## src/rtl/lgs_pkg.sv

```systemverilog
package lgs_pkg;

  // width of the row width register
  localparam int RW_W = 6;

  // row width after reset
  localparam logic [RW_W-1:0] ROW_WIDTH_RESET = 6'd30;

  // input beat: one cell of the current generation
  typedef struct packed {
    logic cell_in;
    logic frame_last;
  } cell_beat_t;

  // output beat: one cell of the next generation
  typedef struct packed {
    logic next_cell;
    logic out_last;
  } result_beat_t;

  // results that the stencil core hands to the output queue together, up to two beats
  typedef struct packed {
    logic [1:0]   count;
    result_beat_t a;
    result_beat_t b;
  } push_t;

endpackage

```

## src/rtl/life_generation_stencil.sv

```systemverilog
// A cell beat is registered in the input register on entry; its results are written into
// the output queue registers when the core takes the beat, and leave from the queue head.
// One cell per cycle within a frame while the output queue has room; the frame-closing beat
// is followed by up to row width + 1 flush results, during which no cell is taken.
// Reset (synchronous, rst high) clears line buffers, window and counters and sets the
// row width to 30; a row_width write clears the same frame state.
module life_generation_stencil
  import lgs_pkg::*;
#(
  parameter int MAX_COLUMNS = 32
) (
  input  logic            clk,
  input  logic            rst,
  input  logic            cell_valid,
  output logic            cell_stall,
  input  cell_beat_t      cell_data,
  output logic            result_valid,
  input  logic            result_stall,
  output result_beat_t    result_data,
  input  logic            cfg_we,
  input  logic [RW_W-1:0] cfg_wdata
);

  logic [RW_W-1:0] row_width;
  logic            inr_valid;
  cell_beat_t      inr;
  logic            take;
  logic [1:0]      room;
  push_t           push;

  // row width register
  always_ff @(posedge clk) begin
    if (rst) begin
      row_width <= ROW_WIDTH_RESET;
    end else if (cfg_we) begin
      row_width <= cfg_wdata;
    end
  end

  // input register, refilled whenever its beat moves on
  assign cell_stall = inr_valid && !take;

  always_ff @(posedge clk) begin
    if (rst) begin
      inr_valid <= 1'b0;
    end else if (!cell_stall) begin
      inr_valid <= cell_valid;
    end
  end

  always_ff @(posedge clk) begin
    if (!cell_stall) begin
      inr <= cell_data;
    end
  end

  // stencil core
  lgs_core #(
    .MAX_COLUMNS(MAX_COLUMNS)
  ) u_core (
    .clk       (clk),
    .rst       (rst),
    .clear     (cfg_we),
    .row_width (row_width),
    .item_valid(inr_valid),
    .item      (inr),
    .room      (room),
    .take      (take),
    .push      (push)
  );

  // output queue
  lgs_outq u_outq (
    .clk  (clk),
    .rst  (rst),
    .push (push),
    .room (room),
    .valid(result_valid),
    .stall(result_stall),
    .data (result_data)
  );

endmodule

```

## src/rtl/lgs_outq.sv

```systemverilog
module lgs_outq
  import lgs_pkg::*;
(
  input  logic         clk,
  input  logic         rst,
  input  push_t        push,
  output logic [1:0]   room,
  output logic         valid,
  input  logic         stall,
  output result_beat_t data
);

  localparam logic [1:0] DEPTH = 2'd2;

  logic [1:0]   n;
  logic [1:0]   n_next;
  logic [1:0]   rem;
  logic         pop;
  result_beat_t q0;
  result_beat_t q1;
  result_beat_t q0_next;
  result_beat_t q1_next;
  result_beat_t qa;

  // head beat leaves when the receiver does not stall
  assign pop   = (n != 2'd0) && !stall;
  assign rem   = n - {1'b0, pop};
  assign room  = DEPTH - rem;
  assign valid = (n != 2'd0);
  assign data  = q0;

  // shift out the popped beat, then append new results behind what is left
  always_comb begin
    qa = pop ? q1 : q0;
    case (rem)
      2'd0: begin
        q0_next = push.a;
        q1_next = push.b;
      end
      2'd1: begin
        q0_next = qa;
        q1_next = push.a;
      end
      default: begin
        q0_next = qa;
        q1_next = q1;
      end
    endcase
    n_next = rem + push.count;
  end

  // occupancy
  always_ff @(posedge clk) begin
    if (rst) begin
      n <= 2'd0;
    end else begin
      n <= n_next;
    end
  end

  // queue entries
  always_ff @(posedge clk) begin
    q0 <= q0_next;
    q1 <= q1_next;
  end

  a_push_fits: assert property (@(posedge clk) disable iff (rst)
    push.count <= room)
    else $error("result push exceeds free queue entries");

  a_depth: assert property (@(posedge clk) disable iff (rst)
    n <= DEPTH)
    else $error("output queue occupancy out of range");

endmodule

```

## src/rtl/lgs_core.sv

```systemverilog
module lgs_core
  import lgs_pkg::*;
#(
  parameter int MAX_COLUMNS = 32
) (
  input  logic            clk,
  input  logic            rst,
  input  logic            clear,
  input  logic [RW_W-1:0] row_width,
  input  logic            item_valid,
  input  cell_beat_t      item,
  input  logic [1:0]      room,
  output logic            take,
  output push_t           push
);

  localparam int IW = $clog2(MAX_COLUMNS);
  localparam int CW = $clog2(MAX_COLUMNS + 1);
  localparam logic [1:0] ROWS_FULL   = 2'd2;
  localparam logic [3:0] CNT_SURVIVE = 4'd2;
  localparam logic [3:0] CNT_BIRTH   = 4'd3;

  typedef enum logic [2:0] {
    PH_RUN  = 3'b001,
    PH_UP   = 3'b010,
    PH_LAST = 3'b100
  } phase_t;

  // window rows: bits 0-2 upper, 3-5 middle, 6-8 lower, bit 0 of a row is newest
  function automatic logic [8:0] shift_win(input logic [8:0] w, input logic up,
                                           input logic mid, input logic low);
    shift_win = {w[7:6], low, w[4:3], mid, w[1:0], up};
  endfunction

  function automatic logic life_rule(input logic alive, input logic [3:0] cnt);
    if (alive) begin
      life_rule = (cnt == CNT_SURVIVE) || (cnt == CNT_BIRTH);
    end else begin
      life_rule = (cnt == CNT_BIRTH);
    end
  endfunction

  function automatic logic win_rule(input logic [8:0] w);
    logic [3:0] cnt;
    cnt = 4'd0;
    for (int i = 0; i < 9; i++) begin
      if (i != 4) cnt = cnt + {3'd0, w[i]};
    end
    win_rule = life_rule(w[4], cnt);
  endfunction

  logic [MAX_COLUMNS-1:0] upper;
  logic [MAX_COLUMNS-1:0] middle;
  logic [8:0]             win;
  logic [IW-1:0]          col;
  logic [1:0]             rows;
  phase_t                 phase;
  logic [IW-1:0]          fcol;
  logic [IW-1:0]          lastc;

  logic [CW-1:0] w_eff;
  logic [CW-1:0] w_m1;
  logic [IW-1:0] c_idx;
  logic          row_end;
  logic [8:0]    win0;
  logic [8:0]    win1;
  logic [8:0]    win2;
  logic [8:0]    winf;
  logic          has_a;
  logic          has_b;
  logic [1:0]    need;
  logic          step;
  logic [CW-1:0] k1;
  logic          k1_in;
  logic [IW-1:0] k1_idx;
  logic [IW-1:0] jm1;
  logic          has_l;
  logic          fcol_lt;
  logic          fcol_end;
  logic          last_hit;
  logic          r_above;
  logic          r_here;
  logic [3:0]    cnt_l;

  // effective row width: zero acts as one, oversize clamps to the buffer depth
  always_comb begin
    if (row_width == '0) begin
      w_eff = CW'(1);
    end else if ({1'b0, row_width} > 7'(MAX_COLUMNS)) begin
      w_eff = CW'(MAX_COLUMNS);
    end else begin
      w_eff = CW'(row_width);
    end
    w_m1 = w_eff - 1'b1;
  end

  // streaming column: shift the window, one result behind, one more at row end
  always_comb begin
    c_idx   = (CW'(col) >= w_eff) ? '0 : col;
    row_end = (CW'(c_idx) == w_m1);
    win0    = (c_idx == '0) ? 9'd0 : win;
    win1    = shift_win(win0, upper[c_idx], middle[c_idx], item.cell_in);
    win2    = shift_win(win1, 1'b0, 1'b0, 1'b0);
    has_a   = (rows != 2'd0) && (c_idx != '0);
    has_b   = !item.frame_last && row_end && (rows != 2'd0);
  end

  // flush: rest of the row above, then the final row over a dead row
  always_comb begin
    k1       = CW'(fcol) + 1'b1;
    k1_in    = (k1 < w_eff);
    k1_idx   = k1[IW-1:0];
    winf     = shift_win(win, k1_in & upper[k1_idx], k1_in & middle[k1_idx], 1'b0);
    fcol_end = (CW'(fcol) == w_m1);
    jm1      = fcol - 1'b1;
    has_l    = (fcol != '0);
    fcol_lt  = (fcol < lastc);
    last_hit = (fcol == lastc);
    r_above  = k1_in & (fcol_lt ? upper[k1_idx] : middle[k1_idx]);
    r_here   = k1_in & fcol_lt & middle[k1_idx];
    cnt_l    = {3'd0, upper[jm1] & has_l} + {3'd0, middle[jm1] & has_l}
             + {3'd0, upper[fcol]} + {3'd0, r_above} + {3'd0, r_here};
  end

  // results of this cycle and whether the queue can hold them
  always_comb begin
    push = '0;
    case (phase)
      PH_RUN: begin
        need   = {1'b0, has_a} + {1'b0, has_b};
        step   = item_valid && (need <= room);
        push.a = has_a ? result_beat_t'{win_rule(win1), 1'b0}
                       : result_beat_t'{win_rule(win2), 1'b0};
        push.b = result_beat_t'{win_rule(win2), 1'b0};
      end
      PH_UP: begin
        need   = 2'd1;
        step   = (room != 2'd0);
        push.a = result_beat_t'{win_rule(winf), 1'b0};
      end
      PH_LAST: begin
        need   = 2'd1;
        step   = (room != 2'd0);
        push.a = result_beat_t'{life_rule(middle[fcol], cnt_l), last_hit};
      end
      default: begin
        need = 2'd0;
        step = 1'b0;
      end
    endcase
    push.count = step ? need : 2'd0;
    take       = step && (phase == PH_RUN);
  end

  // line buffers, window, counters and flush sequencing
  always_ff @(posedge clk) begin
    if (rst || clear) begin
      upper  <= '0;
      middle <= '0;
      win    <= 9'd0;
      col    <= '0;
      rows   <= 2'd0;
      phase  <= PH_RUN;
      fcol   <= '0;
      lastc  <= '0;
    end else if (step) begin
      case (phase)
        PH_RUN: begin
          upper[c_idx]  <= middle[c_idx];
          middle[c_idx] <= item.cell_in;
          lastc         <= c_idx;
          if (item.frame_last) begin
            win   <= win1;
            phase <= (rows != 2'd0) ? PH_UP : PH_LAST;
            fcol  <= (rows != 2'd0) ? c_idx : '0;
          end else if (row_end) begin
            win  <= win2;
            col  <= '0;
            rows <= (rows == ROWS_FULL) ? rows : rows + 2'd1;
          end else begin
            win <= win1;
            col <= c_idx + 1'b1;
          end
        end
        PH_UP: begin
          win <= winf;
          if (fcol_end) begin
            phase <= PH_LAST;
            fcol  <= '0;
          end else begin
            fcol <= fcol + 1'b1;
          end
        end
        PH_LAST: begin
          if (last_hit) begin
            upper  <= '0;
            middle <= '0;
            win    <= 9'd0;
            col    <= '0;
            rows   <= 2'd0;
            phase  <= PH_RUN;
          end else begin
            fcol <= fcol + 1'b1;
          end
        end
        default: begin
          phase <= PH_RUN;
        end
      endcase
    end
  end

  a_frame_end_clears: assert property (@(posedge clk) disable iff (rst)
    (phase == PH_LAST && step && last_hit && !clear)
      |=> (phase == PH_RUN && rows == 2'd0 && col == '0 && upper == '0 && middle == '0))
    else $error("frame state not cleared after final result");

  a_last_starts_flush: assert property (@(posedge clk) disable iff (rst)
    (take && item.frame_last && !clear) |=> (phase != PH_RUN))
    else $error("frame closing cell did not start the flush");

endmodule

```

## config.mk

```make
export PLATFORM = sky130hd
export DESIGN_NAME = life_generation_stencil
export DESIGN_NICKNAME = d
export VERILOG_FILES = /design/src/rtl/lgs_pkg.sv /design/src/rtl/life_generation_stencil.sv /design/src/rtl/lgs_outq.sv /design/src/rtl/lgs_core.sv
export SDC_FILE = /design/constraint.sdc
export NUM_CORES = 1
export LEC_CHECK = 0
export ABC_AREA = 1
export BUFFER_PORTS_ARGS = -buffer_cell sky130_fd_sc_hd__buf_2
export CAP_MARGIN = 20
export CELL_PAD_IN_SITES_DETAIL_PLACEMENT = 0
export CELL_PAD_IN_SITES_GLOBAL_PLACEMENT = 2
export CORE_MARGIN = 3
export CORE_UTILIZATION = 38
export DETAILED_ROUTE_END_ITERATION = 7
export GPL_ROUTABILITY_DRIVEN = 0
export HOLD_SLACK_MARGIN = 0.05
export PLACE_DENSITY = 0.95
export SETUP_SLACK_MARGIN = 0.1
export SYNTH_ARGS = -nofsm -noshare
export SYNTH_HDL_FRONTEND = slang
export SYNTH_HIERARCHICAL = 1
export SYNTH_SLANG_ARGS = --single-unit
export TNS_END_PERCENT = 50
```

## constraint.sdc

```tcl
create_clock -name clk -period 8.7 [get_ports clk]
set_input_delay 0.435 -clock clk [delete_from_list [all_inputs] [get_ports clk]]
set_output_delay 0.435 -clock clk [all_outputs]
set_load 0.01 [all_outputs]
```

==> impl_metrics.env, run 1 <==
export IMPL_cts_setup_buffers=0
export IMPL_syn_to_final_growth_pct=6.52
export IMPL_total_leakage_power_nw=3.77
export IMPL_syn_num_nets=1519
export IMPL_yosysTopAreaCell="dfxtp_1"
export IMPL_drc_errors=0
export IMPL_wl_per_cell_microns=17.8
export IMPL_slowest_stage="inv_2"
export IMPL_grt_pass1_wl_microns=48900
export IMPL_grt_util_all_layers=0.241
export IMPL_slew_viol_final=0
export IMPL_yosys_warnings=6
export IMPL_drv_cap=0
export IMPL_first_pass_iters=6
export IMPL_clock_skew_ns=0.0139
export IMPL_io_pins=17
export IMPL_dr_first_iter_drc_count=1021
export IMPL_worst_setup_path_start_kind="flop"
export IMPL_cts_root_buffer="clkbuf_16"
export IMPL_hold_class="in2reg"
export IMPL_die_x_microns=159
export IMPL_synth_ff_type="dfxtp_1"
export IMPL_syn_area_per_cell_sq_um=6.16
export IMPL_ys_seq_area_frac=0.244
export IMPL_syn_inst=1440
export IMPL_pre_cts_ws_ns=2.18
export IMPL_cp_end_kind="flop"
export IMPL_cts_made_buffers=9
export IMPL_cts_tree="built"
export IMPL_finalCriticalPeriod_ns=6.58
export IMPL_async_reset_ff_frac=0
export IMPL_synth_area_sq_um=8860
export IMPL_overflow=0
export IMPL_r2r_slack_ns=2.12
export IMPL_io_buffers=16
export IMPL_clock_sinks=105
export IMPL_required_ns=8.94
export IMPL_finalHoldViolCount=0
export IMPL_ys_ff_latch=105
export IMPL_grt_setup_unrepaired="no"
export IMPL_clockBufferDepth=2
export IMPL_htreeDepth=3
export IMPL_synth_area_leaders="dfxtp_1, nand2_1, a21oi_1, ha_1, nand3_1"
export IMPL_grt_pass1_vias=8585
export IMPL_tightest_slew_ns=1.03
export IMPL_dpl_hpwl_microns=21700
export IMPL_ir_worst_vdd_v=0.0000935
export IMPL_p_comb_frac=0.313
export IMPL_power_density_nw_per_um2=153
export IMPL_rows=55
export IMPL_drive_gt1_frac=0.0666
export IMPL_diodes=0
export IMPL_design_core_area_sq_um=22800
export IMPL_cts_resized_gates=0
export IMPL_clk_latency_ns=0.37
export IMPL_cp_max_fo=22
export IMPL_stdcell_count=1725
export IMPL_ys_types=49
export IMPL_synth_top_area_frac=0.224
export IMPL_vias_per_cell=5.48
export IMPL_max_slew_margin=0.309
export IMPL_fmax_mhz=152
export IMPL_synth_edf_count=6
export IMPL_start_util=0.389
export IMPL_wirelength_microns=30600
export IMPL_clock_power_share=0.319
export IMPL_post_route_period_util=0.756
export IMPL_swShare=0.384
export IMPL_die_h_microns=159
export IMPL_ant_nets=0
export IMPL_antenna_found_initial=0
export IMPL_critical_path_max_stage_delay_ns=0.54
export IMPL_dp_cells=1709
export IMPL_finalSetupViolCount=0
export IMPL_seqPwrFrac=0.368
export IMPL_timing_final_ws_setup_ns=2.12
export IMPL_grt_max_degree=79
export IMPL_vias=9459
export IMPL_status="finished, final reports clean"
export IMPL_die_area_sq_um=25200
export IMPL_crit_arrival_ns=6.81
export IMPL_path_clk_slew_ns=0.08
export IMPL_cts_hold_buffers_added=0
export IMPL_crit_top_cell="nand2_1"
export IMPL_internal_power_mw=0.890
export IMPL_critPathKind="reg2reg"
export IMPL_fin_setup_tns_ns=0
export IMPL_fin_area_sq_um=9440
export IMPL_placed_area_sq_um=9120
export IMPL_p_switching_mw=0.554
export IMPL_nNetsFinal=1486
-- placed cells by master, fill, tap and decap left out, types with 2 or more instances in the layout --
cell type and instances:
ha_1 58, nand4_1 24, a31oi_1 6, bufinv_16 2, fa_1 8, o21ai_1 4, o211ai_1 3, nor3_1 24
clkbuf_16 9, a21oi_1 149, o21ai_0 114, nand3_1 129, inv_1 129, inv_2 12, nor2_2 7, nand3b_1 3
buf_4 13, o22ai_1 7, buf_2 16, nor2_4 3, xnor2_1 7, inv_4 3, nand2_2 6, dfxtp_1 98
nor2_1 75, edfxtp_1 6, nand3_2 3, inv_6 3, nand2_4 4, a221oi_1 4, nand2_1 445, xor2_1 17
-- sequential cells by signal, summed over array words and instances (netlist names), 3 cells and up --
name and cells:
u_core/win 6, row_width 6, u_core/col 5, u_core/lastc 5
u_core/upper 32, u_core/middle 32, u_core/fcol 5, u_core/phase 3
-- routing by layer --
layer | up-vias | global-route usage | wire (microns)
met5 | - | 0 | 0
met4 | 0 | 0.0911 | 880
met3 | 49 | 0.0250 | 2170
met2 | 385 | 0.363 | 13300
met1 | 4350 | 0.352 | 14300
li1 | 4675 | - | -
-- stage by stage --
| stage | utilization | hold WS, ns | power (mW) |
|---|---|---|---|
| 6_report | 0.415 | 0.249 | 1.44 |
| 5_1_grt | 0.415 | 0.241 | 1.53 |
| 4_1_cts | 0.415 | 0.236 | 1.45 |
| 3_5_place_dp | 0.400 | 0.450 | 0.986 |
| 3_3_place_gp | 0.400 | 0.451 | 0.987 |
| 2_1_floorplan | - | 0.439 | 0.850 |
-- path summary, 6_finish.rpt --
| kind | depth (start not counted) | from | end |
|---|---|---|---|
| setup / recovery | 34 | row_width[2] | u_outq/q1[1] |
| hold reg to reg | 2 | u_core/rows[0] | u_core/rows[0] |
| setup reg to reg | 34 | row_width[2] | u_outq/q1[1] |
| hold / removal | 1 | cell_data[0] | inr[0] |
-- cells in the mapped netlist, types with 8 or more instances --
| master | n |
|---|---|
| nand2_1 | 445 |
| a21oi_1 | 149 |
| inv_1 | 129 |
| nand3_1 | 129 |
| o21ai_0 | 114 |
| dfxtp_1 | 99 |
| nor2_1 | 75 |
| ha_1 | 58 |
| clkbuf_1 | 49 |
| nand4_1 | 24 |
| nor3_1 | 24 |
| xor2_1 | 18 |
| inv_2 | 11 |
| buf_2 | 9 |
| fa_1 | 8 |
-- cells by family (layout without fill, tap and decap cells) --
kind of cell	after synthesis	count (layout)	synth area share
AO/OA/AOI/OAI	295	295	0.175
XOR/XNOR	25	25	0.0247
adder cells (fa/ha/maj)	66	66	0.0999
other	1	1	0.000423
AND/OR/NAND/NOR	731	731	0.357
buffers and inverters	217	189	0.0992
flip-flops	105	105	0.244
-- worst max-delay path: cells and delay by family (launching register included) --
family	cells	cell delay, ns
flip-flops	1	0.35
AO/OA/AOI/OAI	3	0.29
buffers and inverters	3	0.65
adder cells (fa/ha/maj)	8	2.52
AND/OR/NAND/NOR	20	2.58
-- cell type report --
type,count,area [sq um]
clock inverters,7,97.6
repair buffers,29,178
inverters,144,546
fillers,2527,13300
flip-flops and latches,105,2160
multi-input cells,1118,5840
well taps,313,392
clock buffers,9,225
-- power by group through the flow --
stage	Sequential [mW]	Clock, mW	Combinational, mW
2_1_floorplan	0.531	0	0.319
3_3_place_gp	0.541	0	0.445
3_5_place_dp	0.542	0	0.444
4_1_cts	0.531	0.472	0.447
5_1_grt	0.534	0.489	0.505
6_report	0.531	0.461	0.451
Power figures use the tool's default switching activity.
==> inputs of run 2 (changes only) <==
Settings changed: CORE_UTILIZATION 38 to 32, PLACE_DENSITY 0.95 to 0.9.
Clock period 8.7 ns to 5.7 ns, I/O delays scaled along.
==> impl_metrics.env, run 2 (synthesis results as in run 1) <==
export IMPL_clock_power_share=0.306
export IMPL_crit_buf_inv=11
export IMPL_die_area_sq_um=29700
export IMPL_nNetsFinal=1552
export IMPL_io_pins=17
export IMPL_status="finished, final reports clean"
export IMPL_fillers=2980
export IMPL_grt_pass1_wl_microns=49300
export IMPL_htreeDepth=3
export IMPL_clock_skew_ns=0.0139
export IMPL_rows=60
export IMPL_dp_cells=1821
export IMPL_cp_max_fo=37
export IMPL_critical_path_max_stage_delay_ns=0.34
export IMPL_seqPwrFrac=0.362
export IMPL_drc_errors=0
export IMPL_grt_util_all_layers=0.213
export IMPL_first_pass_iters=5
export IMPL_stdcell_count=1850
export IMPL_grt_setup_unrepaired="no"
export IMPL_syn_to_final_growth_pct=15.1
export IMPL_dr_first_iter_drc_count=897
export IMPL_cts_hold_buffers_added=0
export IMPL_ant_nets=0
export IMPL_path_clk_slew_ns=0.08
export IMPL_cp_top_family="simple AND/OR/NAND/NOR gates"
export IMPL_path_depth=31
export IMPL_worst_r2r_path_depth=31
export IMPL_cp_end_kind="output port"
export IMPL_drv_cap=0
export IMPL_fin_area_sq_um=10200
export IMPL_grt_max_degree=58
export IMPL_r2r_slack_ns=0.46
export IMPL_critPathKind="reg2out"
export IMPL_cp_startpoint="row_width[3]"
export IMPL_finalSetupViolCount=0
export IMPL_finalCriticalPeriod_ns=5.25
export IMPL_design_core_area_sq_um=27100
export IMPL_cts_tree="built"
export IMPL_diodes=0
export IMPL_fin_setup_tns_ns=0
export IMPL_wirelength_microns=31900
export IMPL_max_slew_margin=0.375
export IMPL_final_core_util=0.377
export IMPL_grt_pass1_vias=8604
export IMPL_final_seq_area_sq_um=2170
export IMPL_antenna_found_initial=0
export IMPL_multi_input_area_sq_um=6030
export IMPL_slowest_stage="dfxtp_2"
export IMPL_finalHoldViolCount=0
export IMPL_overflow=0
export IMPL_fmax_mhz=191
export IMPL_timing_hold_ws_ns=0.0826
export IMPL_total_leakage_power_nw=4.08
export IMPL_crit_arrival_ns=4.96
export IMPL_required_ns=5.41
export IMPL_layout_common_cells="nand2_1, a21oi_1, inv_1, nand3_1, o21ai_0"
export IMPL_clk_latency_ns=0.37
export IMPL_crit_end="cell_stall"
export IMPL_die_h_microns=172
export IMPL_layout_commonest_cell="nand2_1"
export IMPL_start_util=0.327
export IMPL_hold_class="in2reg"
export IMPL_io_buffers=16
export IMPL_tightest_slew_ns=0.937
export IMPL_reg2reg_from="row_width[3]"
export IMPL_slew_viol_final=0
export IMPL_power_density_nw_per_um2=217
export IMPL_p_comb_frac=0.332
export IMPL_die_x_microns=172
export IMPL_drive_gt1_frac=0.125
export IMPL_biggestRegsByFlops="u_core/middle (32), u_core/upper (32)"
export IMPL_placed_area_sq_um=9580
export IMPL_clock_sinks=105
export IMPL_vias=9642
export IMPL_worst_setup_path_start_kind="flop"
export IMPL_swShare=0.384
export IMPL_dpl_hpwl_microns=23600
export IMPL_clockBufferDepth=2
export IMPL_cts_root_buffer="clkbuf_16"
export IMPL_crit_top_cell="inv_1"
export IMPL_vias_per_cell=5.21
export IMPL_wl_per_cell_microns=17.3
export IMPL_internal_power_mw=1.37
export IMPL_cts_made_buffers=9
export IMPL_ir_worst_vdd_v=0.000178
export IMPL_reg2reg_to="u_outq/q1[1]"
export IMPL_p_switching_mw=0.852
export IMPL_post_route_period_util=0.921
## run 2: cell types whose count changed in the layout (fill, tap and decap cells not counted), moves of 3 or more
cell,change
nand3_4,+3
buf_6,+6
ha_4,+5
nand2_2,+7
dfxtp_2,+4
nand2_1,-10
nor2_4,+3
buf_4,+57
nor2_1,-4
ha_1,-6
dfxtp_1,-5
## run 2: how the worst min path moves through the flow
stage                   start              to  slack, ns  cells past startpoint
6_report         cell_data[1]          inr[1]       0.08                      1
4_1_cts          cell_data[1]          inr[1]       0.07                      1
2_1_floorplan             rst       inr_valid       0.35                      1
5_1_grt          cell_data[1]          inr[1]       0.08                      1
3_3_place_gp   u_core/rows[0]  u_core/rows[0]       0.46                      2
3_5_place_dp     cell_data[1]          inr[1]       0.46                      1
## run 2: power by group through the flow
stage | sequential, mW | combinational [mW] | clock, mW
after floorplan | 0.811 | 0.488 | 0
after global placement | 0.818 | 0.699 | 0
after detailed placement | 0.819 | 0.703 | 0
after CTS | 0.802 | 0.707 | 0.691
after global routing | 0.806 | 0.818 | 0.720
final | 0.803 | 0.736 | 0.679
## run 2: repair_timing
action	4_1_cts	5_1_grt
setup endpoints to repair	1	3
buffers inserted	0	10
cloned	0	3
hold endpoints to repair	0	0
pin swaps	0	19
resized for setup	1	46
## run 2: final cells by class
class	instances	share of cell area
inverter	144	0.0539
multi-input combinational	1121	0.591
clock buffer	10	0.0234
timing repair buffer	92	0.0660
clock inverter	6	0.00711
tap	372	0.0456
sequential	105	0.213
## run 2: stage by stage
| stage | power, mW | worst slack, ns |
|---|---|---|
| 6_report | 2.22 | 0.451 |
| 5_1_grt | 2.34 | 0.0671 |
| 4_1_cts | 2.20 | 0.113 |
| 3_5_place_dp | 1.52 | 0.0795 |
| 3_3_place_gp | 1.52 | 0.154 |
| 2_1_floorplan | 1.30 | 0.136 |
## run 2: per-layer routing
metal | vias up | track usage | wire [microns] | share of wire
met5 | - | 0 | 0 | 0
met1 | 4484 | 0.302 | 15000 | 0.47
met4 | 0 | 0.0576 | 648 | 0.020
met3 | 46 | 0.0332 | 1920 | 0.060
met2 | 295 | 0.336 | 14400 | 0.45
li1 | 4817 | - | - | -
==> inputs of run 3 (changes only) <==
Settings changed: PLACE_DENSITY 0.9 to unset, PLACE_DENSITY_LB_ADDON set to 0.1, REMOVE_ABC_BUFFERS set to 1, TNS_END_PERCENT 50 to unset.
==> impl_metrics.env, run 3 (synthesis results as in run 1) <==
export IMPL_biggestRegsByFlops="u_core/middle (32), u_core/upper (32)"
export IMPL_critPathKind="reg2reg"
export IMPL_clockBufferDepth=2
export IMPL_finalCriticalPeriod_ns=5.26
export IMPL_fin_setup_tns_ns=0
export IMPL_cts_tree="built"
export IMPL_fmax_mhz=190
export IMPL_hold_class="in2reg"
export IMPL_wl_per_cell_microns=18.9
export IMPL_design_core_area_sq_um=27100
export IMPL_grt_max_degree=45
export IMPL_fin_area_sq_um=10300
export IMPL_io_pins=17
export IMPL_nNetsFinal=1564
export IMPL_drv_cap=0
export IMPL_vias=9744
export IMPL_placed_area_sq_um=9660
export IMPL_cp_max_fo=6
export IMPL_post_route_period_util=0.922
export IMPL_start_util=0.327
export IMPL_layout_commonest_cell="nand2_1"
export IMPL_overflow=0
export IMPL_critical_path_max_stage_delay_ns=0.57
export IMPL_cts_hold_buffers_added=0
export IMPL_die_h_microns=172
export IMPL_dr_first_iter_drc_count=881
export IMPL_first_pass_iters=5
export IMPL_diodes=0
export IMPL_vias_per_cell=5.23
export IMPL_cts_root_buffer="clkbuf_16"
export IMPL_htreeDepth=3
export IMPL_clk_latency_ns=0.36
export IMPL_io_buffers=16
export IMPL_grt_pass1_vias=8883
export IMPL_worst_setup_path_start_kind="flop"
export IMPL_dpl_hpwl_microns=25900
export IMPL_tightest_slew_ns=1.08
export IMPL_drive_gt1_frac=0.133
export IMPL_finalSetupViolCount=0
export IMPL_syn_to_final_growth_pct=16.0
export IMPL_drc_errors=0
export IMPL_crit_top_cell="nand2_1"
export IMPL_cts_made_buffers=9
export IMPL_path_clk_slew_ns=0.08
export IMPL_grt_pass1_wl_microns=53700
export IMPL_status="finished, final reports clean"
export IMPL_ir_worst_vdd_v=0.000110
export IMPL_clock_skew_ns=0.0116
export IMPL_required_ns=5.94
export IMPL_grt_setup_unrepaired="no"
export IMPL_finalHoldViolCount=0
export IMPL_die_x_microns=172
export IMPL_dp_cells=1830
export IMPL_total_leakage_power_nw=4.12
export IMPL_fillers=2976
export IMPL_layout_common_cells="nand2_1, a21oi_1, inv_1"
export IMPL_stdcell_count=1862
export IMPL_slew_viol_final=0
export IMPL_wirelength_microns=35200
export IMPL_final_core_util=0.379
export IMPL_grt_util_all_layers=0.237
export IMPL_antenna_found_initial=0
export IMPL_power_density_nw_per_um2=213
export IMPL_totalPowerFinal_mw=2.19
export IMPL_rows=60
export IMPL_ant_nets=0
export IMPL_slowest_stage="fa_2"
export IMPL_cp_end_kind="flop"
export IMPL_crit_arrival_ns=5.49
export IMPL_die_area_sq_um=29700
export IMPL_max_slew_margin=0.277
export IMPL_clock_sinks=105
[run 3: metal layers]
metal  global-route usage  vias up  wire (microns)
li1                     -     4837               -
met1                0.348     4554           16900
met5                    0        -               0
met3               0.0283       49            2050
met2                0.363      304           15400
met4               0.0732        0             837
[run 3: final timing paths]
kind                       start        endpoint  slack [ns]  cells past startpoint
setup / recovery    row_width[2]    u_outq/q1[1]        0.44                     36
hold / removal      cell_data[1]          inr[1]        0.09                      1
setup reg to reg    row_width[2]    u_outq/q1[1]        0.44                     36
hold reg to reg   u_core/rows[0]  u_core/rows[0]        0.47                      2
[run 3: repair_timing]
item | in CTS | in global routing
endpoints found under the setup margin | 1 | 2
pin swaps | 1 | 29
gates resized for setup | 8 | 43
buffers inserted | 0 | 14
gates cloned | 1 | 1
[run 3: area by class of cell]
cell class,count,area (sq um),share of cell area
multi-input combinational,1120,6030,0.587
sequential,105,2170,0.211
timing repair buffer,105,788,0.0767
inverter,144,548,0.0533
tap,372,465,0.0453
clock buffer,10,239,0.0232
clock inverter,6,41.3,0.00402
[run 3: metrics by stage]
step	setup WS, ns	hold WS, ns
final	0.444	0.0940
after CTS	0.102	0.0751
after global placement	0.148	0.453
after detailed placement	0.118	0.454
after global routing	0.0545	0.0855
after floorplan	-1.63	0.354
[run 3: where the power goes]
part | switching, mW | leakage, nW | internal (mW)
registers | 0.0258 | 0.868 | 0.778
clock network | 0.319 | 0.135 | 0.311
logic | 0.533 | 3.12 | 0.224
total | 0.878 | 4.12 | 1.31
[run 3: worst max-delay path, delay by kind of cell, from the launching register on]
| family | cells | cell delay [ns] |
|---|---|---|
| buffers and inverters | 4 | 0.33 |
| AO/OA/AOI/OAI | 3 | 0.23 |
| AND/OR/NAND/NOR | 21 | 1.85 |
| adder cells (fa/ha/maj) | 8 | 2.40 |
| flip-flops | 1 | 0.32 |
